## src/hw/rtl/grdp_pkg.sv

```systemverilog
`default_nettype none

package grdp_pkg;

	localparam int ALPHABET_MAX = 8;
	localparam int CHAR_W       = 8;
	localparam int IDX_W        = $clog2(ALPHABET_MAX);
	localparam int SIZE_W       = 4;
	localparam int ENC_W        = 7;
	localparam int DICT_DEPTH   = 3;
	localparam int CODE_W       = 2;
	localparam int CFG_IDX_W    = 2;
	localparam int CFG_DATA_W   = 64;

	localparam logic [CFG_IDX_W-1:0] REG_ALPHABET_CHARS = 2'd0;
	localparam logic [CFG_IDX_W-1:0] REG_ALPHABET_SIZE  = 2'd1;

	// one packed byte's worth of results handed to the output stage
	typedef struct packed {
		logic                                row_end;
		logic [CHAR_W-1:0]                   data;
		logic [DICT_DEPTH-1:0][ENC_W-1:0]    ent;
		logic                                ovf;
	} grdp_batch_t;

endpackage

`default_nettype wire

```

## src/hw/rtl/grdp_lookup.sv

```systemverilog
`default_nettype none

module grdp_lookup
	import grdp_pkg::*;
(
	input  wire logic [CFG_DATA_W-1:0] alphabet_chars,
	input  wire logic [SIZE_W-1:0]     alpha_count,
	input  wire logic [CHAR_W-1:0]     char_a,
	input  wire logic [CHAR_W-1:0]     char_b,
	output logic                       known,
	output logic [ENC_W-1:0]           enc
);

	logic [SIZE_W-1:0] size_c;
	logic              found_a;
	logic              found_b;
	logic [IDX_W-1:0]  idx_a;
	logic [IDX_W-1:0]  idx_b;
	logic [ENC_W-1:0]  prod;

	// clamp oversize alphabets
	assign size_c = (alpha_count > SIZE_W'(ALPHABET_MAX)) ? SIZE_W'(ALPHABET_MAX)
	                                                       : alpha_count;

	// parallel compare against every active alphabet slot (below the clamped size), highest index wins
	always_comb begin
		found_a = 1'b0;
		found_b = 1'b0;
		idx_a   = '0;
		idx_b   = '0;
		for (int k = 0; k < ALPHABET_MAX; k++) begin
			if (SIZE_W'(k) < size_c) begin
				if (alphabet_chars[CHAR_W*k +: CHAR_W] == char_a) begin
					found_a = 1'b1;
					idx_a   = IDX_W'(k);
				end
				if (alphabet_chars[CHAR_W*k +: CHAR_W] == char_b) begin
					found_b = 1'b1;
					idx_b   = IDX_W'(k);
				end
			end
		end
	end

	assign prod  = ENC_W'(idx_a) * ENC_W'(size_c);
	assign enc   = prod + ENC_W'(idx_b) + ENC_W'(1);
	assign known = found_a & found_b;

endmodule

`default_nettype wire

```

## src/hw/rtl/grdp_dict.sv

```systemverilog
`default_nettype none

module grdp_dict
	import grdp_pkg::*;
(
	input  wire logic             clk,
	input  wire logic             arst_n,
	input  wire logic             step,
	input  wire logic             known,
	input  wire logic [ENC_W-1:0] enc,
	input  wire logic             row_end,
	output logic                  produces,
	output grdp_batch_t           batch
);

	logic [DICT_DEPTH-1:0][ENC_W-1:0] ent_q;
	logic [DICT_DEPTH-1:0][ENC_W-1:0] ent_next;
	logic [CODE_W-1:0]                used_q;
	logic [CHAR_W-1:0]                accum_q;
	logic [CHAR_W-1:0]                accum_next;
	logic [CODE_W-1:0]                slot_q;
	logic                             ovf_q;
	logic                             ovf_next;
	logic                             hit;
	logic                             add;
	logic [CODE_W-1:0]                hit_code;
	logic [CODE_W-1:0]                code;

	always_comb begin
		hit      = 1'b0;
		hit_code = '0;
		for (int i = 0; i < DICT_DEPTH; i++) begin
			if (CODE_W'(i) < used_q && ent_q[i] == enc) begin
				hit      = 1'b1;
				hit_code = CODE_W'(i + 1);
			end
		end
	end

	assign add      = known & ~hit & (used_q != CODE_W'(DICT_DEPTH));
	assign ovf_next = ovf_q | (known & ~hit & (used_q == CODE_W'(DICT_DEPTH)));

	always_comb begin
		code     = '0;
		ent_next = ent_q;
		if (known && hit) begin
			code = hit_code;
		end else if (add) begin
			code             = used_q + CODE_W'(1);
			ent_next[used_q] = enc;
		end
	end

	assign accum_next = accum_q | (CHAR_W'(code) << {slot_q, 1'b0});
	assign produces   = (slot_q == CODE_W'(3)) | row_end;

	// unused entries stay zero, so the headers read straight from the table
	assign batch = '{row_end: row_end, data: accum_next, ent: ent_next, ovf: ovf_next};

	always_ff @(posedge clk or negedge arst_n) begin
		if (!arst_n) begin
			ent_q   <= '0;
			used_q  <= '0;
			accum_q <= '0;
			slot_q  <= '0;
			ovf_q   <= 1'b0;
		end else if (step) begin
			if (row_end) begin
				ent_q   <= '0;
				used_q  <= '0;
				accum_q <= '0;
				slot_q  <= '0;
				ovf_q   <= 1'b0;
			end else begin
				ent_q  <= ent_next;
				used_q <= add ? used_q + CODE_W'(1) : used_q;
				ovf_q  <= ovf_next;
				if (slot_q == CODE_W'(3)) begin
					accum_q <= '0;
					slot_q  <= '0;
				end else begin
					accum_q <= accum_next;
					slot_q  <= slot_q + CODE_W'(1);
				end
			end
		end
	end

endmodule

`default_nettype wire

```

## src/hw/rtl/grdp_emit.sv

```systemverilog
`default_nettype none

module grdp_emit
	import grdp_pkg::*;
(
	input  wire logic        clk,
	input  wire logic        arst_n,
	input  wire logic        load,
	input  wire grdp_batch_t batch,
	output logic             can_load,
	output logic             out_valid,
	input  wire logic        out_ready,
	output logic             out_kind,
	output logic [7:0]       out_value,
	output logic             out_last,
	output logic             dict_overflow
);

	logic             busy_q;
	logic [1:0]       pos_q;
	grdp_batch_t      b_q;
	logic             is_last;

	assign is_last  = (~b_q.row_end & (pos_q == 2'd0)) | (pos_q == 2'd3);
	assign can_load = ~busy_q | (out_ready & is_last);

	always_ff @(posedge clk or negedge arst_n) begin
		if (!arst_n) begin
			busy_q <= 1'b0;
			pos_q  <= '0;
		end else if (load) begin
			busy_q <= 1'b1;
			pos_q  <= '0;
		end else if (busy_q && out_ready) begin
			if (is_last) begin
				busy_q <= 1'b0;
			end else begin
				pos_q <= pos_q + 2'd1;
			end
		end
	end

	always_ff @(posedge clk) begin
		if (load) begin
			b_q <= batch;
		end
	end

	always_comb begin
		case (pos_q)
			2'd0: begin
				out_kind  = 1'b0;
				out_value = b_q.data;
			end
			2'd1: begin
				out_kind  = 1'b1;
				out_value = 8'(b_q.ent[0]);
			end
			2'd2: begin
				out_kind  = 1'b1;
				out_value = 8'(b_q.ent[1]);
			end
			default: begin
				out_kind  = 1'b1;
				out_value = 8'(b_q.ent[2]);
			end
		endcase
	end

	assign out_valid     = busy_q;
	assign out_last      = b_q.row_end & (pos_q == 2'd3);
	assign dict_overflow = b_q.ovf;

endmodule

`default_nettype wire

```

## src/hw/rtl/genotype_row_dict_packer_core.sv

```systemverilog
// Path: a genotype is registered in the input stage, its batch in the output stage.
// Throughput: one genotype per cycle while the output stage can take each batch; the
// row's last genotype holds the output for a data byte plus three header transfers.
// Reset: arst_n clears the dictionary, packing state, alphabet registers and
// all valid flags at once; no clearing pass is needed.
`default_nettype none

module genotype_row_dict_packer_core
	import grdp_pkg::*;
(
	input  wire logic                  clk,
	input  wire logic                  arst_n,

	input  wire logic                  cfg_valid,
	output logic                       cfg_ready,
	input  wire logic [CFG_IDX_W-1:0]  cfg_index,
	input  wire logic [CFG_DATA_W-1:0] cfg_data,

	input  wire logic                  in_valid,
	output logic                       in_ready,
	input  wire logic [CHAR_W-1:0]     allele_first,
	input  wire logic [CHAR_W-1:0]     allele_second,
	input  wire logic                  row_end,

	output logic                       out_valid,
	input  wire logic                  out_ready,
	output logic                       out_kind,
	output logic [7:0]                 out_value,
	output logic                       out_last,
	output logic                       dict_overflow
);

	// Configuration registers; write them only while the core is idle.
	logic [CFG_DATA_W-1:0] alphabet_chars_q;
	logic [SIZE_W-1:0]     alpha_count_q;

	// Input register stage.
	logic                  valid_s1;
	logic [CHAR_W-1:0]     first_s1;
	logic [CHAR_W-1:0]     second_s1;
	logic                  row_end_s1;

	logic                  known;
	logic [ENC_W-1:0]      enc;
	logic                  produces;
	logic                  can_load;
	logic                  step;
	logic                  load;
	grdp_batch_t           batch;

	assign cfg_ready = 1'b1;

	always_ff @(posedge clk or negedge arst_n) begin
		if (!arst_n) begin
			alphabet_chars_q <= '0;
			alpha_count_q    <= '0;
		end else if (cfg_valid) begin
			case (cfg_index)
				REG_ALPHABET_CHARS: alphabet_chars_q <= cfg_data;
				REG_ALPHABET_SIZE:  alpha_count_q    <= cfg_data[SIZE_W-1:0];
				default: ;
			endcase
		end
	end

	// Retire the held item when it makes no result, or when the output stage
	// can take its batch; a genotype that fills no byte never waits on out_ready.
	assign step     = valid_s1 & (~produces | can_load);
	assign load     = step & produces;
	assign in_ready = ~valid_s1 | step;

	always_ff @(posedge clk or negedge arst_n) begin
		if (!arst_n) begin
			valid_s1 <= 1'b0;
		end else if (in_ready) begin
			valid_s1 <= in_valid;
		end
	end

	// Payload of the input stage: hold until the next transfer.
	always_ff @(posedge clk) begin
		if (in_valid && in_ready) begin
			first_s1   <= allele_first;
			second_s1  <= allele_second;
			row_end_s1 <= row_end;
		end
	end

	// Translate both characters and form the pair encoding.
	grdp_lookup u_lookup (
		.alphabet_chars (alphabet_chars_q),
		.alpha_count    (alpha_count_q),
		.char_a         (first_s1),
		.char_b         (second_s1),
		.known          (known),
		.enc            (enc)
	);

	// Per-row dictionary and 2-bit code packer; advances once per retired item.
	grdp_dict u_dict (
		.clk      (clk),
		.arst_n   (arst_n),
		.step     (step),
		.known    (known),
		.enc      (enc),
		.row_end  (row_end_s1),
		.produces (produces),
		.batch    (batch)
	);

	// Result register: drain a batch one transfer at a time.
	grdp_emit u_emit (
		.clk           (clk),
		.arst_n        (arst_n),
		.load          (load),
		.batch         (batch),
		.can_load      (can_load),
		.out_valid     (out_valid),
		.out_ready     (out_ready),
		.out_kind      (out_kind),
		.out_value     (out_value),
		.out_last      (out_last),
		.dict_overflow (dict_overflow)
	);

endmodule

`default_nettype wire

```

## config.mk

```make
export PLATFORM = sky130hd
export DESIGN_NAME = genotype_row_dict_packer_core
export DESIGN_NICKNAME = d
export VERILOG_FILES = /design/src/hw/rtl/grdp_pkg.sv /design/src/hw/rtl/grdp_lookup.sv /design/src/hw/rtl/grdp_dict.sv /design/src/hw/rtl/grdp_emit.sv /design/src/hw/rtl/genotype_row_dict_packer_core.sv
export SDC_FILE = /design/constraint.sdc
export NUM_CORES = 1
export LEC_CHECK = 0
export BUFFER_PORTS_ARGS = -buffer_cell sky130_fd_sc_hd__buf_4
export CAP_MARGIN = 20
export CORE_MARGIN = 4
export CORE_UTILIZATION = 55
export CTS_BUF_LIST = sky130_fd_sc_hd__clkbuf_2
export CTS_CLUSTER_SIZE = 16
export DETAILED_ROUTE_END_ITERATION = 12
export PLACE_DENSITY = 0.78
export SLEW_MARGIN = 5
export SYNTH_ARGS = -nofsm -noshare
export SYNTH_HDL_FRONTEND = slang
export SYNTH_SLANG_ARGS = --single-unit
export TNS_END_PERCENT = 100
```

## constraint.sdc

```tcl
create_clock -name clk -period 6.9 [get_ports clk]
set_clock_uncertainty 0.1 [all_clocks]
set_input_delay 0.345 -clock clk [delete_from_list [all_inputs] [get_ports clk]]
set_output_delay 0.345 -clock clk [all_outputs]
set_load 0.1 [all_outputs]
```

==> results of run 1 <==
critical path, delay by kind of cell (launching register included):
| family | cells | cell delay, ns |
|---|---|---|
| AND/OR/NAND/NOR | 7 | 2.34 |
| multiplexers | 1 | 0.39 |
| buffers and inverters | 2 | 0.26 |
| AO/OA/AOI/OAI | 3 | 1.00 |
| XOR/XNOR | 2 | 0.48 |
| adder cells (fa/ha/maj) | 3 | 1.39 |
| flip-flops | 1 | 0.58 |
stage by stage:
step | instances | area [um2]
floorplan | 702 | 8710
global placement | 981 | 9580
detailed placement | 981 | 9580
CTS | 1102 | 10700
global route | 1123 | 10900
finish | 1123 | 10900
layer usage:
metal	part of all wire (%)	vias up	global-route usage, %
met3	7.6	70	5.33
met4	3.0	0	9.89
met1	41	3247	36.9
met5	0	-	0
li1	-	2941	-
met2	49	357	44.8
area by class of cell:
type	count	area [um2]
repair buffers	217	1860
clock buffers	17	85.1
flip-flops and latches	154	4090
multi-input cells	486	4340
inverters	23	86.3
well taps	211	264
fillers	993	4520
clock inverters	15	119
cells by family after synthesis:
group | synth area share (%)
mux | 12.5
compound gates | 7.88
flops | 47.0
buf+inv | 3.42
simple gates | 8.79
other cells | 0.0430
xor+xnor | 16.3
fa+ha+maj | 4.02
flip-flops by register name (all words and copies together) (netlist names):
name and count:
alpha_count_q 4, alphabet_chars_q 64, first_s1 8, row_end_s1 1, second_s1 8, u_dict.accum_q 8
u_dict.ent_q 21, u_dict.ovf_q 1, u_dict.slot_q 2, u_dict.used_q 2, u_emit.b_q 30, u_emit.dict_overflow 1
u_emit.out_valid 1, u_emit.pos_q 2, valid_s1 1
path summary, 6_finish.rpt:
kind,depth (start not counted),startpoint,to,slack [ns]
setup / recovery,18,first_s1[7],u_emit.b_q[13],0.14
hold / removal,2,allele_first[3],first_s1[3],0.18
setup reg to reg,18,first_s1[7],u_emit.b_q[13],0.14
hold reg to reg,1,u_dict.accum_q[0],u_emit.b_q[22],0.43
max in group asynchronous,4,arst_n,u_dict.accum_q[0],5.22
min in group asynchronous,3,arst_n,alphabet_chars_q[38],0.44
layout by cell type, fill, tap and decap left out, types with 11 or more instances in the layout:
cell type and instances:
xor2_1 68, a21o_1 11, xnor2_1 79, nand2_1 15, dlygate4sd3_1 88, inv_1 23
buf_4 128, edfxtp_1 48, a22o_1 22, mux2_2 90, nor3_1 11, nor4_1 18
dfrtp_1 106, nand4_1 17, ha_1 20, clkbuf_2 17, nor2_1 16
what timing repair did:
action / CTS / global route
setup buffers: 0 / 21
endpoints found under the setup margin: 0 / 31
resized for setup: 0 / 2
endpoints found under the hold margin: 139 / 0
hold buffers: 89 / 0
power by group through the flow:
| stage | sequential [mW] | clock, mW | combinational, mW |
|---|---|---|---|
| after floorplan | 1.23 | 0 | 0.808 |
| after global placement | 1.31 | 0 | 0.981 |
| after detailed placement | 1.32 | 0 | 1.01 |
| after CTS | 1.30 | 0.463 | 1.06 |
| after global routing | 1.32 | 0.501 | 1.17 |
| final | 1.30 | 0.453 | 1.10 |
==> impl_metrics.csv, run 1 <==
group,metric,value,unit
logic_synthesis,synth_nets,815,
critical_path,cpPeakStageDelay,0.58,ns
logic_synthesis,async_flop_share,68.8,%
worst_hold_path,hp-class,"in -> reg",
logic_synthesis,synth_area_leader_cell,"dfrtp_1",
critical_path,start_kind,"register",
logic_synthesis,syn-cell-area,0.00871,mm2
power,p_sw_share,43.2,%
power,p_comb_share,38.4,%
power,peakVddDrop,0.178,mV
cells_and_area,fin_nets,1012,
logic_synthesis,avgSynthCellArea,12.4,um2
global_routing,grt_pass1_wl,38100,um
drt,drt-initial-drc-count,693,
power,p_switching,1.23,mW
drt,ant_nets,0,
critical_path,crit_top_cell,"fa_1",
placed_design,pre_cts_slack,0.379,ns
clocking,clockBufferDepth,2,
placed_design,dp_hpwl,16100,um
die,die_y,134,um
timing,layout_worst_path_cycle_share,98.0,%
die,rows,45,
critical_path,crit_type,"reg -> reg",
critical_path,cp.arrival,7.22,ns
cells_and_area,utilization,70.6,%
critical_path,critPathSlowestCell,"edfxtp_1",
drt,routed-via-count,6615,
drt,totalWireLength,23700,um
logic_synthesis,ys_top_cells_by_area,"dfrtp_1 30%, edfxtp_1 17%, mux2_2 12%, xnor2_1 7.9%, xor2_1 6.8%",
critical_path,cp-end-kind,"register",
global_routing,antenna_found_initial,0,
logic_synthesis,synth_edf_count,48,
timing,finalWorstSetupSlack,0.135,ns
drt,wire_per_inst,21.1,um
timing,setup_viol,0,
logic_synthesis,yosysSeqAreaShare,47.0,%
global_routing,grt_pass1_vias,6936,
power,pwr-share-seq,45.7,%
power,p_leak,4.77,nW
logic_synthesis,yosys_warnings,0,
cells_and_area,area_delta_synth_final,24.5,%
logic_synthesis,ys_ff_latch,154,
logic_synthesis,synth_common_cells,"106 x dfrtp_1, 90 x mux2_2, 79 x xnor2_1",
drt,vias_per_cell,5.89,
timing,min_period,6.76,ns
power,total_power,2.85,mW
die,die_area,0.0179,mm2
timing,finalMaxSlewViolations,0,
power,clock_power_share,15.9,%
clocking,clk_pin_slew,0.23,ns
die,ios,102,
power,p_int,1.62,mW
timing,worst_pin_slew,0.869,ns
die,start_util,56.7,%
clocking,cts_tree,"done",
timing,max_freq,148,MHz
logic_synthesis,ys_types,61,
timing,hold_viol_final,0,
placed_design,place.gp.congestion,0.881,
logic_synthesis,synth_top_area_share,30.4,%
timing,slew_headroom,41.3,%
job,cap_violations,0,
global_routing,overflow,0,
critical_path,cp_max_fo,9,
outcome,status,"completed",
timing,finalSetupTns,0,ns
cells_and_area,num_antenna_cells,0,
clocking,clock_sinks,154,
placed_design,port_buffers,100,
timing,fin_hold_ws,0.182,ns
critical_path,path_cells,"buf_4 > xnor2_1 > nand4_1 > nor3_1 > nor4_1 > or3b_2 > fa_1 > inv_1 > fa_1 > ha_1 > a211oi_1 > o21bai_1 > xnor3_1 > or4_1 > o2bb2ai_2 > nor4b_4 > nand2_1 > mux2_2",
cells_and_area,drive_gt1_share,29.2,%
drt,detail_route.first_pass.iterations,6,
global_routing,track_usage,27.5,%
logic_synthesis,synthCells,702,
critical_path,crit_required,7.35,ns
clocking,numCtsBuffers,17,
die,die_width,134,um
logic_synthesis,ys.flop_type,"dfrtp_1",
clocking,htree_levels,4,
power,p_per_area,263,mW/mm2
clocking,root_buffer,"clkbuf_2",
global_routing,grt_max_degree,65,
clocking,clock_latency,0.78,ns
drt,drc,0,
logic_synthesis,synth_most_common_cell,"dfrtp_1",
die,core,0.0154,mm2
(Power assumes the default switching activity.)
==> inputs of run 2 (changes only) <==
- SYNTH_HIERARCHICAL: default -> 1
==> impl_metrics.csv, run 2 <==
group,metric,value,unit
critical_path,path_buf_inv,1,
cells_and_area,area_delta_synth_final,19.4,%
drt,wire_per_inst,20.2,um
logic_synthesis,ys_types,65,
die,die_width,137,um
logic_synthesis,yosys_warnings,6,
critical_path,rr_worst_depth,20,
critical_path,cp_max_fo,9,
critical_path,cpLargestDelayFamily,"simple AND/OR/NAND/NOR gates",
die,start_util,56.9,%
logic_synthesis,ys_top_cells_by_area,"dfrtp_1 29%, edfxtp_1 16%, mux2_4 10%, xnor2_1 7.8%, xor2_1 6.9%",
drt,detail_route.first_pass.iterations,5,
logic_synthesis,ys_ff_latch,154,
cells_and_area,fin_cells,1133,
clocking,cts_tree,"done",
cells_and_area,largest_reg_flops,64,
outcome,status,"completed",
timing,rsz0062_at_grt,"false",
placed_design,dp_hpwl,15800,um
critical_path,start_kind,"register",
placed_design,numPlacedInstances,1015,
clocking,post-cts-setup-buffers,0,
logic_synthesis,synth_area_leader_cell,"dfrtp_1",
critical_path,cpPeakStageDelay,0.65,ns
logic_synthesis,synth_edf_count,48,
drt,drt-initial-drc-count,473,
drt,totalWireLength,22900,um
clocking,clock_sinks,154,
cells_and_area,regMostFlops,"alphabet_chars_q",
drt,routed-via-count,6542,
critical_path,cp.arrival,7.00,ns
clocking,root_buffer,"clkbuf_2",
critical_path,critPathSlowestCell,"edfxtp_1",
die,die_y,137,um
global_routing,grt_pass1_wl,35800,um
timing,layout_worst_path_cycle_share,95.4,%
drt,vias_per_cell,5.77,
clocking,clockBufferDepth,2,
worst_hold_path,hp-class,"in -> async",
power,total_power,2.86,mW
placed_design,pre_cts_slack,0.391,ns
global_routing,grt_max_degree,65,
global_routing,track_usage,25.1,%
logic_synthesis,syn-cell-area,0.00914,mm2
critical_path,crit_required,7.32,ns
cells_and_area,drive_gt1_share,26.5,%
global_routing,grt_pass1_vias,6813,
power,p_leak,4.71,nW
logic_synthesis,yosysSeqAreaShare,44.8,%
critical_path,cp-end-kind,"register",
timing,finalMaxSlewViolations,0,
logic_synthesis,synth_most_common_cell,"dfrtp_1",
critical_path,timing.rr.start,"first_s1[7]",
drt,drc,0,
timing,worst_pin_slew,0.957,ns
timing,max_freq,152,MHz
timing,hold_viol_final,0,
cells_and_area,layout_commonest_cell,"buf_4",
die,ios,102,
critical_path,r2r-end,"u_emit/b_q[25]",
drt,ant_nets,0,
timing,min_period,6.58,ns
clocking,numCtsBuffers,17,
power,peakVddDrop,0.293,mV
logic_synthesis,async_flop_share,68.8,%
logic_synthesis,synth_nets,851,
logic_synthesis,synth_top_area_share,29.0,%
cells_and_area,largestRegisters,"alphabet_chars_q (64), u_emit/b_q (30), u_dict/ent_q (21)",
timing,finalWorstSetupSlack,0.316,ns
logic_synthesis,synthCells,737,
critical_path,regToRegSetupSlack,0.32,ns
die,die_area,0.0187,mm2
timing,setup_viol,0,
die,rows,46,
timing,slew_headroom,35.7,%
logic_synthesis,avgSynthCellArea,12.4,um2
die,core,0.0161,mm2
critical_path,path_cells,"xor2_1 > nor4_1 > nand4_1 > o31a_1 > nor2b_4 > or3b_1 > fa_1 > fa_1 > inv_1 > ha_1 > a21o_1 > a21oi_1 > o21bai_1 > a21oi_1 > xnor2_1 > xor2_1 > or4_4 > or2_4 > a311oi_2 > o31ai_1",
clocking,clock_latency,0.77,ns
logic_synthesis,synth_common_cells,"106 x dfrtp_1, 81 x xnor2_1, 72 x xor2_1",
job,cap_violations,0,
clocking,htree_levels,4,
cells_and_area,layout_common_cells,"107 x buf_4, 106 x dfrtp_1, 84 x dlygate4sd3_1, 81 x xnor2_1, 72 x xor2_1",
placed_design,place.gp.congestion,0.900,
global_routing,overflow,0,
cells_and_area,utilization,67.9,%
logic_synthesis,ys.flop_type,"dfrtp_1",
cells_and_area,fin_nets,1017,
timing,finalSetupTns,0,ns
critical_path,crit_type,"reg -> reg",
global_routing,antenna_found_initial,1,
power,p_per_area,262,mW/mm2
placed_design,port_buffers,100,
clocking,clk_pin_slew,0.24,ns
## run 2: worst reg2reg max path: stages, from the launching register on
cell and delay (ns):
edfxtp_1 0.65, xor2_1 0.25, nor4_1 0.32, nand4_1 0.21, o31a_1 0.17, nor2b_4 0.15, or3b_1 0.38, fa_1 0.52
fa_1 0.55, inv_1 0.07, ha_1 0.30, a21o_1 0.18, a21oi_1 0.22, o21bai_1 0.08, a21oi_1 0.18, xnor2_1 0.37
xor2_1 0.14, or4_4 0.53, or2_4 0.26, a311oi_2 0.55, o31ai_1 0.17
## run 2: kinds of logic after synthesis
family          Yosys count  share of synthesized area (%)
compound gates           88                           7.41
fa+ha+maj                26                           3.97
other cells               1                         0.0410
xor+xnor                153                           14.7
mux                      98                           14.5
flops                   154                           44.8
simple gates            143                           9.38
buf+inv                  74                           5.27
## run 2: worst max-delay path by stage
stage | start | end | slack, ns | depth (start not counted)
finish | first_s1[7] | u_emit/b_q[25] | 0.32 | 20
global route | first_s1[1] | u_emit/b_q[25] | 0.04 | 20
CTS | first_s1[7] | u_emit/b_q[25] | 0.35 | 20
detailed placement | first_s1[4] | u_emit/b_q[25] | 0.39 | 20
global placement | first_s1[3] | u_emit/b_q[29] | 0.59 | 20
floorplan | first_s1[7] | u_dict/ent_q[10] | 1.12 | 24
## run 2: area by class of cell
| cell class | count | area [um2] |
|---|---|---|
| Timing Repair Buffer | 192 | 1660 |
| Clock buffer | 19 | 95.1 |
| Fill cell | 1115 | 5150 |
| Sequential cell | 154 | 4090 |
| Antenna cell | 1 | 2.50 |
| Clock inverter | 13 | 104 |
| Inverter | 29 | 109 |
| Tap cell | 216 | 270 |
| Multi-Input combinational cell | 509 | 4570 |
## run 2: where the power goes
part           switching [mW]  internal (mW)  total, mW
Clock                   0.332          0.130      0.462
Sequential              0.218           1.09       1.31
Combinational           0.640          0.447       1.09
## run 2: through the flow
stage / area (um2) / hold slack [ns]
final: 10900 / 0.0254
after floorplan: 9140 / -0.0506
after detailed placement: 9840 / 0.340
after global placement: 9840 / 0.319
after CTS: 10900 / 0.00622
after global routing: 10900 / 0.0149
## run 2: routing by layer
| layer | wire length, um | GRT usage (%) | vias to the layer above |
|---|---|---|---|
| met3 | 1350 | 5.59 | 59 |
| met4 | 711 | 9.92 | 0 |
| met5 | 0 | 0 | - |
| li1 | - | - | 2963 |
| met1 | 9160 | 30.5 | 3228 |
| met2 | 11700 | 43.3 | 292 |
## run 2: what timing repair did
action                                 CTS  global route
setup endpoints to repair                0             0
resized for setup                        0             0
endpoints found under the hold margin  140             0
hold buffers                            84             0
